**src/rtl/assert_macros.svh**
```systemverilog
// Assertion macros shared by the RTL. With SYNTH defined they expand to nothing.
`ifndef ASSERT_MACROS_SVH
`define ASSERT_MACROS_SVH

`ifndef SYNTH
// Property that must hold at every clock edge outside reset.
`define MD5_ASSERT(lbl, clk, rstn, prop) \
  lbl: assert property (@(posedge clk) disable iff (!rstn) (prop)) \
    else $error("md5 assertion failed");
// When the antecedent holds, the consequent must hold in the next cycle.
`define MD5_ASSERT_NEXT(lbl, clk, rstn, ante, cons) \
  lbl: assert property (@(posedge clk) disable iff (!rstn) (ante) |=> (cons)) \
    else $error("md5 assertion failed");
`else
`define MD5_ASSERT(lbl, clk, rstn, prop)
`define MD5_ASSERT_NEXT(lbl, clk, rstn, ante, cons)
`endif

`endif

```
**src/rtl/md5_pkg.sv**
```systemverilog
package md5_pkg;

  localparam int BLOCK_BITS      = 512;
  localparam int BLOCK_WORDS     = 16;
  localparam int DIGEST_BITS     = 128;
  localparam int COUNT_BITS      = 61;
  localparam int LEN_FIRST       = 56;
  localparam int QUEUE_DEPTH_DEF = 2;

  localparam logic [5:0] LAST_BYTE = 6'd63;
  localparam logic [5:0] LAST_STEP = 6'd63;
  localparam logic [7:0] PAD_MARK  = 8'h80;

  localparam logic [31:0] IV_A = 32'h67452301;
  localparam logic [31:0] IV_B = 32'hefcdab89;
  localparam logic [31:0] IV_C = 32'h98badcfe;
  localparam logic [31:0] IV_D = 32'h10325476;

  // One 64-byte block on its way to the compression engine; byte j sits in data[8j+7:8j].
  typedef struct packed {
    logic                  last;
    logic [BLOCK_BITS-1:0] data;
  } blk_t;

  typedef struct packed {
    logic full;
    logic empty;
  } q_stat_t;

  typedef enum logic [1:0] {FS_TAKE, FS_PAD, FS_LEN} front_state_t;
  typedef enum logic [1:0] {CS_IDLE, CS_RUN, CS_FIN} core_state_t;

  function automatic logic [31:0] step_const(input logic [5:0] i);
    logic [31:0] k;
    case (i)
      6'd0:  k = 32'hd76aa478;  6'd1:  k = 32'he8c7b756;
      6'd2:  k = 32'h242070db;  6'd3:  k = 32'hc1bdceee;
      6'd4:  k = 32'hf57c0faf;  6'd5:  k = 32'h4787c62a;
      6'd6:  k = 32'ha8304613;  6'd7:  k = 32'hfd469501;
      6'd8:  k = 32'h698098d8;  6'd9:  k = 32'h8b44f7af;
      6'd10: k = 32'hffff5bb1;  6'd11: k = 32'h895cd7be;
      6'd12: k = 32'h6b901122;  6'd13: k = 32'hfd987193;
      6'd14: k = 32'ha679438e;  6'd15: k = 32'h49b40821;
      6'd16: k = 32'hf61e2562;  6'd17: k = 32'hc040b340;
      6'd18: k = 32'h265e5a51;  6'd19: k = 32'he9b6c7aa;
      6'd20: k = 32'hd62f105d;  6'd21: k = 32'h02441453;
      6'd22: k = 32'hd8a1e681;  6'd23: k = 32'he7d3fbc8;
      6'd24: k = 32'h21e1cde6;  6'd25: k = 32'hc33707d6;
      6'd26: k = 32'hf4d50d87;  6'd27: k = 32'h455a14ed;
      6'd28: k = 32'ha9e3e905;  6'd29: k = 32'hfcefa3f8;
      6'd30: k = 32'h676f02d9;  6'd31: k = 32'h8d2a4c8a;
      6'd32: k = 32'hfffa3942;  6'd33: k = 32'h8771f681;
      6'd34: k = 32'h6d9d6122;  6'd35: k = 32'hfde5380c;
      6'd36: k = 32'ha4beea44;  6'd37: k = 32'h4bdecfa9;
      6'd38: k = 32'hf6bb4b60;  6'd39: k = 32'hbebfbc70;
      6'd40: k = 32'h289b7ec6;  6'd41: k = 32'heaa127fa;
      6'd42: k = 32'hd4ef3085;  6'd43: k = 32'h04881d05;
      6'd44: k = 32'hd9d4d039;  6'd45: k = 32'he6db99e5;
      6'd46: k = 32'h1fa27cf8;  6'd47: k = 32'hc4ac5665;
      6'd48: k = 32'hf4292244;  6'd49: k = 32'h432aff97;
      6'd50: k = 32'hab9423a7;  6'd51: k = 32'hfc93a039;
      6'd52: k = 32'h655b59c3;  6'd53: k = 32'h8f0ccc92;
      6'd54: k = 32'hffeff47d;  6'd55: k = 32'h85845dd1;
      6'd56: k = 32'h6fa87e4f;  6'd57: k = 32'hfe2ce6e0;
      6'd58: k = 32'ha3014314;  6'd59: k = 32'h4e0811a1;
      6'd60: k = 32'hf7537e82;  6'd61: k = 32'hbd3af235;
      6'd62: k = 32'h2ad7d2bb;  6'd63: k = 32'heb86d391;
      default: k = 32'h0;
    endcase
    return k;
  endfunction

  function automatic logic [4:0] rot_amount(input logic [3:0] idx);
    logic [4:0] s;
    case (idx)
      4'd0:  s = 5'd7;   4'd1:  s = 5'd12;  4'd2:  s = 5'd17;  4'd3:  s = 5'd22;
      4'd4:  s = 5'd5;   4'd5:  s = 5'd9;   4'd6:  s = 5'd14;  4'd7:  s = 5'd20;
      4'd8:  s = 5'd4;   4'd9:  s = 5'd11;  4'd10: s = 5'd16;  4'd11: s = 5'd23;
      4'd12: s = 5'd6;   4'd13: s = 5'd10;  4'd14: s = 5'd15;  4'd15: s = 5'd21;
      default: s = 5'd7;
    endcase
    return s;
  endfunction

endpackage

```
**src/rtl/md5_queue.sv**
```systemverilog
// Small block queue between the byte front end and the compression engine.
module md5_queue #(
  parameter int DEPTH = md5_pkg::QUEUE_DEPTH_DEF
) (
  input  logic            clk,
  input  logic            rst_n,
  input  logic            push,
  input  md5_pkg::blk_t   push_blk,
  input  logic            pop,
  output md5_pkg::blk_t   head_blk,
  output md5_pkg::q_stat_t stat
);

  localparam int PW = (DEPTH > 1) ? $clog2(DEPTH) : 1;
  localparam int CW = $clog2(DEPTH + 1);
  localparam logic [PW-1:0] LAST_SLOT = PW'(DEPTH - 1);
  localparam logic [CW-1:0] FULL_CNT  = CW'(DEPTH);

  md5_pkg::blk_t   entries_r [DEPTH];
  logic [PW-1:0]   wr_ptr_r, wr_ptr_nxt;
  logic [PW-1:0]   rd_ptr_r, rd_ptr_nxt;
  logic [CW-1:0]   cnt_r, cnt_nxt;

  assign head_blk   = entries_r[rd_ptr_r];
  assign stat.full  = (cnt_r == FULL_CNT);
  assign stat.empty = (cnt_r == '0);

  always_comb begin
    wr_ptr_nxt = wr_ptr_r;
    rd_ptr_nxt = rd_ptr_r;
    cnt_nxt    = cnt_r;
    if (push) begin
      wr_ptr_nxt = (wr_ptr_r == LAST_SLOT) ? '0 : wr_ptr_r + PW'(1);
    end
    if (pop) begin
      rd_ptr_nxt = (rd_ptr_r == LAST_SLOT) ? '0 : rd_ptr_r + PW'(1);
    end
    if (push && !pop) begin
      cnt_nxt = cnt_r + CW'(1);
    end else if (pop && !push) begin
      cnt_nxt = cnt_r - CW'(1);
    end
  end

  always_ff @(posedge clk) begin
    if (!rst_n) begin
      wr_ptr_r <= '0;
      rd_ptr_r <= '0;
      cnt_r    <= '0;
    end else begin
      wr_ptr_r <= wr_ptr_nxt;
      rd_ptr_r <= rd_ptr_nxt;
      cnt_r    <= cnt_nxt;
    end
  end

  always_ff @(posedge clk) begin
    if (push) begin
      entries_r[wr_ptr_r] <= push_blk;
    end
  end

endmodule

```
**src/rtl/md5_front.sv**
```systemverilog
// Byte front end: gathers message bytes into 64-byte blocks and builds the padding blocks.
module md5_front (
  input  logic             clk,
  input  logic             rst_n,
  input  logic             in_tvalid,
  output logic             in_tready,
  input  logic [7:0]       in_tdata,
  input  logic             in_tlast,
  input  logic             in_tuser,
  input  md5_pkg::q_stat_t q_stat,
  output logic             push,
  output md5_pkg::blk_t    push_blk
);

  md5_pkg::front_state_t         state_r, state_nxt;
  logic [md5_pkg::COUNT_BITS-1:0] count_r, count_nxt;
  logic [31:0]                   buf_r [md5_pkg::BLOCK_WORDS];

  logic [5:0]                    used;
  logic                          fits;
  logic                          wr_byte;
  logic [63:0]                   bit_len;
  logic [md5_pkg::BLOCK_BITS-1:0] flat, full_blk, pad_blk, len_blk;

  assign used    = count_r[5:0];
  assign fits    = (used < 6'(md5_pkg::LEN_FIRST));
  assign bit_len = {count_r, 3'b000};

  // Block images: the full block with the closing byte, the first padding
  // block and the length-only block that follows when the length no longer fits after the marker.
  always_comb begin
    flat = '0;
    for (int k = 0; k < md5_pkg::BLOCK_WORDS; k++) begin
      flat[32*k +: 32] = buf_r[k];
    end
    full_blk = flat;
    full_blk[md5_pkg::BLOCK_BITS-1 -: 8] = in_tdata;
    for (int j = 0; j < md5_pkg::BLOCK_BITS / 8; j++) begin
      if (6'(j) < used) begin
        pad_blk[8*j +: 8] = flat[8*j +: 8];
      end else if (6'(j) == used) begin
        pad_blk[8*j +: 8] = md5_pkg::PAD_MARK;
      end else if (fits && (j >= md5_pkg::LEN_FIRST)) begin
        pad_blk[8*j +: 8] = bit_len[8*(j%8) +: 8];
      end else begin
        pad_blk[8*j +: 8] = 8'h00;
      end
      len_blk[8*j +: 8] = (j >= md5_pkg::LEN_FIRST) ? bit_len[8*(j%8) +: 8] : 8'h00;
    end
  end

  always_comb begin
    state_nxt     = state_r;
    count_nxt     = count_r;
    push          = 1'b0;
    wr_byte       = 1'b0;
    push_blk.last = 1'b0;
    push_blk.data = full_blk;
    in_tready     = (state_r == md5_pkg::FS_TAKE) && !q_stat.full;
    case (state_r)
      md5_pkg::FS_TAKE: begin
        if (in_tvalid && in_tready) begin
          if (in_tuser) begin
            wr_byte   = 1'b1;
            count_nxt = count_r + md5_pkg::COUNT_BITS'(1);
            push      = (used == md5_pkg::LAST_BYTE);
          end
          if (in_tlast) begin
            state_nxt = md5_pkg::FS_PAD;
          end
        end
      end
      md5_pkg::FS_PAD: begin
        if (!q_stat.full) begin
          push          = 1'b1;
          push_blk.data = pad_blk;
          if (fits) begin
            push_blk.last = 1'b1;
            count_nxt     = '0;
            state_nxt     = md5_pkg::FS_TAKE;
          end else begin
            state_nxt     = md5_pkg::FS_LEN;
          end
        end
      end
      md5_pkg::FS_LEN: begin
        if (!q_stat.full) begin
          push          = 1'b1;
          push_blk.data = len_blk;
          push_blk.last = 1'b1;
          count_nxt     = '0;
          state_nxt     = md5_pkg::FS_TAKE;
        end
      end
      default: begin
        state_nxt = md5_pkg::FS_TAKE;
      end
    endcase
  end

  always_ff @(posedge clk) begin
    if (!rst_n) begin
      state_r <= md5_pkg::FS_TAKE;
      count_r <= '0;
    end else begin
      state_r <= state_nxt;
      count_r <= count_nxt;
    end
  end

  always_ff @(posedge clk) begin
    if (wr_byte) begin
      buf_r[used[5:2]][{used[1:0], 3'b000} +: 8] <= in_tdata;
    end
  end

endmodule

```
**src/rtl/md5_core.sv**
```systemverilog
// Compression engine: one MD5 step per cycle, chaining update and digest register.
module md5_core (
  input  logic                            clk,
  input  logic                            rst_n,
  input  md5_pkg::blk_t                   head_blk,
  input  md5_pkg::q_stat_t                q_stat,
  output logic                            pop,
  output logic                            out_tvalid,
  input  logic                            out_tready,
  output logic [md5_pkg::DIGEST_BITS-1:0] out_tdata
);

  md5_pkg::core_state_t state_r, state_nxt;
  logic [5:0]  step_r, step_nxt;
  logic [31:0] a_r, b_r, c_r, d_r;
  logic [31:0] chain_r [4];
  logic [31:0] w_r [md5_pkg::BLOCK_WORDS];
  logic        last_r;
  logic        out_valid_r, out_valid_nxt;
  logic [md5_pkg::DIGEST_BITS-1:0] out_data_r;

  logic        load, adv, chain_upd, chain_init, emit;
  logic [3:0]  i4, g;
  logic [31:0] f, sum, new_b;
  logic [63:0] dbl;
  logic [31:0] sa, sb, sc, sd;

  assign out_tvalid = out_valid_r;
  assign out_tdata  = out_data_r;

  assign sa = chain_r[0] + a_r;
  assign sb = chain_r[1] + b_r;
  assign sc = chain_r[2] + c_r;
  assign sd = chain_r[3] + d_r;

  // One step: round function, message word pick, add, rotate left.
  always_comb begin
    i4 = step_r[3:0];
    case (step_r[5:4])
      2'd0: begin
        f = (b_r & c_r) | (~b_r & d_r);
        g = i4;
      end
      2'd1: begin
        f = (b_r & d_r) | (c_r & ~d_r);
        g = i4 * 4'd5 + 4'd1;
      end
      2'd2: begin
        f = b_r ^ c_r ^ d_r;
        g = i4 * 4'd3 + 4'd5;
      end
      default: begin
        f = c_r ^ (b_r | ~d_r);
        g = i4 * 4'd7;
      end
    endcase
    sum   = a_r + f + w_r[g] + md5_pkg::step_const(step_r);
    dbl   = {sum, sum} << md5_pkg::rot_amount({step_r[5:4], step_r[1:0]});
    new_b = b_r + dbl[63:32];
  end

  always_comb begin
    state_nxt     = state_r;
    step_nxt      = step_r;
    pop           = 1'b0;
    load          = 1'b0;
    adv           = 1'b0;
    chain_upd     = 1'b0;
    chain_init    = 1'b0;
    emit          = 1'b0;
    out_valid_nxt = out_valid_r && !out_tready;
    case (state_r)
      md5_pkg::CS_IDLE: begin
        if (!q_stat.empty) begin
          pop       = 1'b1;
          load      = 1'b1;
          step_nxt  = '0;
          state_nxt = md5_pkg::CS_RUN;
        end
      end
      md5_pkg::CS_RUN: begin
        adv      = 1'b1;
        step_nxt = step_r + 6'd1;
        if (step_r == md5_pkg::LAST_STEP) begin
          state_nxt = md5_pkg::CS_FIN;
        end
      end
      md5_pkg::CS_FIN: begin
        if (!last_r) begin
          chain_upd = 1'b1;
          state_nxt = md5_pkg::CS_IDLE;
        end else if (!out_valid_r || out_tready) begin
          emit          = 1'b1;
          chain_init    = 1'b1;
          out_valid_nxt = 1'b1;
          state_nxt     = md5_pkg::CS_IDLE;
        end
      end
      default: begin
        state_nxt = md5_pkg::CS_IDLE;
      end
    endcase
  end

  always_ff @(posedge clk) begin
    if (!rst_n) begin
      state_r     <= md5_pkg::CS_IDLE;
      step_r      <= '0;
      out_valid_r <= 1'b0;
      chain_r[0]  <= md5_pkg::IV_A;
      chain_r[1]  <= md5_pkg::IV_B;
      chain_r[2]  <= md5_pkg::IV_C;
      chain_r[3]  <= md5_pkg::IV_D;
    end else begin
      state_r     <= state_nxt;
      step_r      <= step_nxt;
      out_valid_r <= out_valid_nxt;
      if (chain_init) begin
        chain_r[0] <= md5_pkg::IV_A;
        chain_r[1] <= md5_pkg::IV_B;
        chain_r[2] <= md5_pkg::IV_C;
        chain_r[3] <= md5_pkg::IV_D;
      end else if (chain_upd) begin
        chain_r[0] <= sa;
        chain_r[1] <= sb;
        chain_r[2] <= sc;
        chain_r[3] <= sd;
      end
    end
  end

  always_ff @(posedge clk) begin
    if (load) begin
      a_r    <= chain_r[0];
      b_r    <= chain_r[1];
      c_r    <= chain_r[2];
      d_r    <= chain_r[3];
      last_r <= head_blk.last;
      for (int k = 0; k < md5_pkg::BLOCK_WORDS; k++) begin
        w_r[k] <= head_blk.data[32*k +: 32];
      end
    end else if (adv) begin
      a_r <= d_r;
      b_r <= new_b;
      c_r <= b_r;
      d_r <= c_r;
    end
    if (emit) begin
      out_data_r <= {sd, sc, sb, sa};
    end
  end

endmodule

```
**src/rtl/md5_message_digest.sv**
```systemverilog
// After the last beat, the digest follows once the engine has worked through any blocks already
// queued and then the one or two padding blocks of the message.
// Throughput: one byte per cycle while the block queue has room and no padding block is being
// written; per 64-byte block the engine loads it, runs 64 steps and updates the chaining words.
// Reset: synchronous, active low; clears the byte count, queue and state, and loads the MD5
// initial chaining words. The block buffer and queue contents are not reset.

`include "assert_macros.svh"

// Streaming MD5 hasher. The front end collects message bytes, one per beat with byte_present set,
// into a 64-byte buffer. Each full buffer, and after the beat marked last the one or two padding
// blocks (0x80 marker, zeros, 64-bit little-endian bit length), goes into a short block queue. The
// compression engine takes blocks from the queue and runs the 64 MD5 steps, one per cycle,
// then folds the result into the chaining words. After the final block of a message, the
// 16-byte digest is placed in the output register and the chaining words return to their
// initial values, so the next message can follow straight away.
//
// The queue lets the front end keep taking bytes while the engine is busy with an earlier
// block; the engine in turn only stalls when a digest waits in the output register.
module md5_message_digest #(
  parameter int QUEUE_DEPTH = md5_pkg::QUEUE_DEPTH_DEF
) (
  input  logic         clk,
  input  logic         rst_n,
  input  logic         in_tvalid,
  output logic         in_tready,
  input  logic [7:0]   in_tdata,   // [7:0] data_byte
  input  logic         in_tlast,   // end_of_message
  input  logic         in_tuser,   // [0] byte_present
  output logic         out_tvalid,
  input  logic         out_tready,
  output logic [127:0] out_tdata   // [63:0] digest_first_half, [127:64] digest_second_half
);

  md5_pkg::blk_t    push_blk;
  md5_pkg::blk_t    head_blk;
  md5_pkg::q_stat_t q_stat;
  logic             q_push;
  logic             q_pop;

  // Front end: byte collection and padding.
  md5_front u_front (
    .clk       (clk),
    .rst_n     (rst_n),
    .in_tvalid (in_tvalid),
    .in_tready (in_tready),
    .in_tdata  (in_tdata),
    .in_tlast  (in_tlast),
    .in_tuser  (in_tuser),
    .q_stat    (q_stat),
    .push      (q_push),
    .push_blk  (push_blk)
  );

  // Block queue between the two halves.
  md5_queue #(
    .DEPTH (QUEUE_DEPTH)
  ) u_queue (
    .clk      (clk),
    .rst_n    (rst_n),
    .push     (q_push),
    .push_blk (push_blk),
    .pop      (q_pop),
    .head_blk (head_blk),
    .stat     (q_stat)
  );

  // Compression engine and digest output register.
  md5_core u_core (
    .clk        (clk),
    .rst_n      (rst_n),
    .head_blk   (head_blk),
    .q_stat     (q_stat),
    .pop        (q_pop),
    .out_tvalid (out_tvalid),
    .out_tready (out_tready),
    .out_tdata  (out_tdata)
  );

  // The front end must never write a block into a full queue.
  `MD5_ASSERT(a_no_push_when_full, clk, rst_n, !(q_push && q_stat.full))
  // The engine must never take a block from an empty queue.
  `MD5_ASSERT(a_no_pop_when_empty, clk, rst_n, !(q_pop && q_stat.empty))
  // In the cycle after the final beat of a message the front end is busy padding and takes no bytes.
  `MD5_ASSERT_NEXT(a_pad_after_last, clk, rst_n, in_tvalid && in_tready && in_tlast, !in_tready)

endmodule
```
**config.mk**
```make
export PLATFORM = sky130hd
export DESIGN_NAME = md5_message_digest
export DESIGN_NICKNAME = d
export VERILOG_FILES = /design/src/rtl/md5_pkg.sv /design/src/rtl/md5_queue.sv /design/src/rtl/md5_front.sv /design/src/rtl/md5_core.sv /design/src/rtl/md5_message_digest.sv
export VERILOG_INCLUDE_DIRS = /design/src /design/src/rtl
export SDC_FILE = /design/constraint.sdc
export NUM_CORES = 2
export LEC_CHECK = 0
export ABC_AREA = 1
export BUFFER_PORTS_ARGS = -buffer_cell sky130_fd_sc_hd__buf_4
export CORE_ASPECT_RATIO = 1.1
export CORE_MARGIN = 5
export CORE_UTILIZATION = 50
export DETAILED_ROUTE_END_ITERATION = 7
export GPL_TIMING_DRIVEN = 0
export HOLD_SLACK_MARGIN = 0.15
export PLACE_DENSITY = 0.78
export SYNTH_ARGS = -nofsm -noshare
export SYNTH_HDL_FRONTEND = slang
export SYNTH_MEMORY_MAX_BITS = 65536
export SYNTH_SLANG_ARGS = --single-unit
```
**constraint.sdc**
```tcl
create_clock -name clk -period 32.1 [get_ports clk]
set_input_delay 1.605 -clock clk [delete_from_list [all_inputs] [get_ports clk]]
set_output_delay 1.605 -clock clk [all_outputs]
set_load 0.01 [all_outputs]
```
==> results.sh <==
export IMPL_firstDrtPassIters=7
export IMPL_drtAntennaViolNets=0
export IMPL_worst_pin_slew_ns=1.59
export IMPL_syn_area_um2=116000
export IMPL_insertion_delay_ns=0.97
export IMPL_cts_max_level=5
export IMPL_final_common_cell="edfxtp_1"
export IMPL_setup_tns_ns=0
export IMPL_synth_edf_count=2395
export IMPL_cts_sinks=2541
export IMPL_track_usage_pct=33.8
export IMPL_rsz0062_at_grt="false"
export IMPL_hold_path_class="reg2reg"
export IMPL_die_w_um=469
export IMPL_cts_root_buf="clkbuf_16"
export IMPL_cts_setup_buffers=0
export IMPL_antenna_found_initial=17
export IMPL_nets=10900
export IMPL_ys_flop_type="edfxtp_1"
export IMPL_cts_tree="yes"
export IMPL_fin_crit_ns=12.58
export IMPL_dieArea_um2=242000
export IMPL_synthArstFlopShare_pct=0
export IMPL_crit_path_start_kind="flop"
export IMPL_finalClockSkew_ns=0.105
export IMPL_vias=84500
export IMPL_synth_nets=10400
export IMPL_ys_seq_elements=2541
export IMPL_avgSynthCellArea_um2=11.5
export IMPL_netlist_instances=10100
export IMPL_grt_pass1_wl_um=585000
export IMPL_ys_types=72
export IMPL_path_class="reg2reg"
export IMPL_end_kind="flop"
export IMPL_io_buffers=142
export IMPL_cts_buffers=275
export IMPL_slew_violations=35
export IMPL_hold_violations=0
export IMPL_fin_crit_sh_pct=39.2
export IMPL_critical_path_max_stage_delay_ns=0.97
export IMPL_dp_hpwl_um=315000
export IMPL_crit_fanout=10
export IMPL_slew_headroom_pct=-6.13
export IMPL_io_pins=144
export IMPL_start_util_pct=50.2
export IMPL_wl_per_cell_um=30.2
export IMPL_final_cell_mix="edfxtp_1 (2,395), nand2_1 (1,405), inv_1 (1,275)"
export IMPL_status="complete, but fails checks"
export IMPL_maxCapViolCount=5
export IMPL_drt_iter0_drc=11500
export IMPL_ys_warn_count=0
export IMPL_first_global_vias=82200
export IMPL_timing_fmax_ghz=0.0795
export IMPL_core_area_um2=231000
export IMPL_drc_errors=0
export IMPL_setup_viol=0
export IMPL_drive_gt1_share_pct=12.1
export IMPL_grt_max_degree=69
export IMPL_cp_slowest_cell="clkbuf_1"
export IMPL_vias_per_cell=6.08
export IMPL_cts_path_max_buffers=4
export IMPL_ctsResizeCount=0
export IMPL_syn_to_final_growth_pct=13.3
export IMPL_worstPathArrival_ns=13.24
export IMPL_grt_overflow_total=0
export IMPL_row_count=185
export IMPL_wl_um=419000
export IMPL_clk_transition_reported_paths_ns=0.07
export IMPL_crit_top_cell="nand2_1"
export IMPL_violations="max-capacitance violations, max-slew violations"
export IMPL_ys_seq_area_share_pct=64.5
export IMPL_gp_congestion=1.05
export IMPL_fp_dieH_um=515
export IMPL_cp_data_required_time_ns=32.76
export IMPL_postCtsHoldBufs=0
==> cells in the mapped netlist, types with 15 or more instances <==
cell / n / share of area, %
edfxtp_1: 2395 / 62
nand2_1: 1406 / 4.5
inv_1: 1275 / 4.1
nor2_1: 914 / 3.0
nand3_1: 826 / 3.6
mux2_2: 513 / 5.0
o21ai_0: 492 / 2.1
a21oi_1: 489 / 2.1
clkbuf_1: 295 / 0.95
ha_1: 223 / 2.4
dfxtp_1: 146 / 2.5
o211ai_1: 101 / 0.65
xor2_1: 90 / 0.68
a31oi_1: 87 / 0.47
nor3_1: 87 / 0.38
a32o_1: 76 / 0.66
fa_1: 69 / 1.2
o22ai_1: 57 / 0.31
xnor2_1: 54 / 0.41
or2_2: 52 / 0.28
buf_1: 47 / 0.15
o21ai_1: 45 / 0.19
nand4_1: 34 / 0.18
buf_2: 22 / 0.095
o2111ai_1: 22 / 0.17
o221ai_1: 22 / 0.17
nor4_1: 21 / 0.11
o31ai_1: 20 / 0.13
o21a_1: 19 / 0.12
a22oi_1: 17 / 0.11
o21bai_1: 17 / 0.11
a221oi_1: 15 / 0.11
==> cell type report <==
type | count | area, um2
buffer | 365 | 1410
fill | 18600 | 99500
tap | 3085 | 3860
antenna | 10 | 25.0
timing repair buffer | 234 | 2910
sequential | 2541 | 74800
clock buffer | 332 | 7210
inverter | 1302 | 4890
multi-input combinational | 5900 | 35200
clock inverter | 128 | 1220
==> through the flow <==
step / instances / area [um2] / util (%) / setup slack [ns] / hold slack, ns
6_report: 13900 / 132000 / 56.9 / 19.52 / 0.460
5_1_grt: 13900 / 132000 / 56.9 / 19.32 / 0.481
4_1_cts: 13900 / 131000 / 56.9 / 19.91 / 0.459
3_5_place_dp: 13400 / 123000 / 53.3 / 19.88 / 0.449
3_3_place_gp: 13300 / 121000 / 52.4 / -7.21 / 0.437
2_1_floorplan: 10100 / 116000 / - / 7.21 / 0.422
==> registers in the layout, summed over array words and instances, names as in the netlist, 61 cells and up, named ones only <==
name	count
u_core.w_r	512
u_core.out_tdata	128
u_front.buf_r	504
u_queue.entries_r	1026
u_front.count_r	61
u_core.chain_r	128
==> final timing paths <==
path                                           from                   to  slack [ns]  cells after the start
worst max register to register     u_core.step_r[5]       u_core.b_r[31]       19.52                     50
worst min-delay path            u_front.count_r[44]  u_front.count_r[44]        0.46                      1
worst min register to register  u_front.count_r[44]  u_front.count_r[44]        0.46                      1
worst max-delay path               u_core.step_r[5]       u_core.b_r[31]       19.52                     50
==> per-layer routing <==
layer	global-route usage [%]	part of all wire [%]	up-vias
met5	0	0.017	-
met4	26.6	9.8	10
li1	-	-	36600
met1	39.9	35	40900
met3	7.56	9.9	1452
met2	53.7	45	5508
==> cells by family (layout without fill, tap and decap cells) <==
| logic type | after synthesis | count (layout) | share of synthesized area, % |
|---|---|---|---|
| other cells | 0 | 10 | 0 |
| compound gates | 1545 | 1545 | 7.90 |
| xor+xnor | 144 | 144 | 1.09 |
| simple gates | 3402 | 3402 | 12.5 |
| buf+inv | 1667 | 2361 | 5.43 |
| fa+ha+maj | 292 | 292 | 3.59 |
| mux | 517 | 517 | 5.01 |
| flops | 2541 | 2541 | 64.5 |
==> critical path: cells and delay by family (launching register included) <==
| family | cells | cell delay, ns |
|---|---|---|
| AO/OA/AOI/OAI | 9 | 3.01 |
| AND/OR/NAND/NOR | 23 | 3.92 |
| flip-flops | 1 | 0.29 |
| buffers and inverters | 14 | 3.22 |
| adder cells (fa/ha/maj) | 4 | 1.91 |
Power is not shown: default switching activity piles up to over one toggle a cycle in this logic, so the estimate is an artifact.
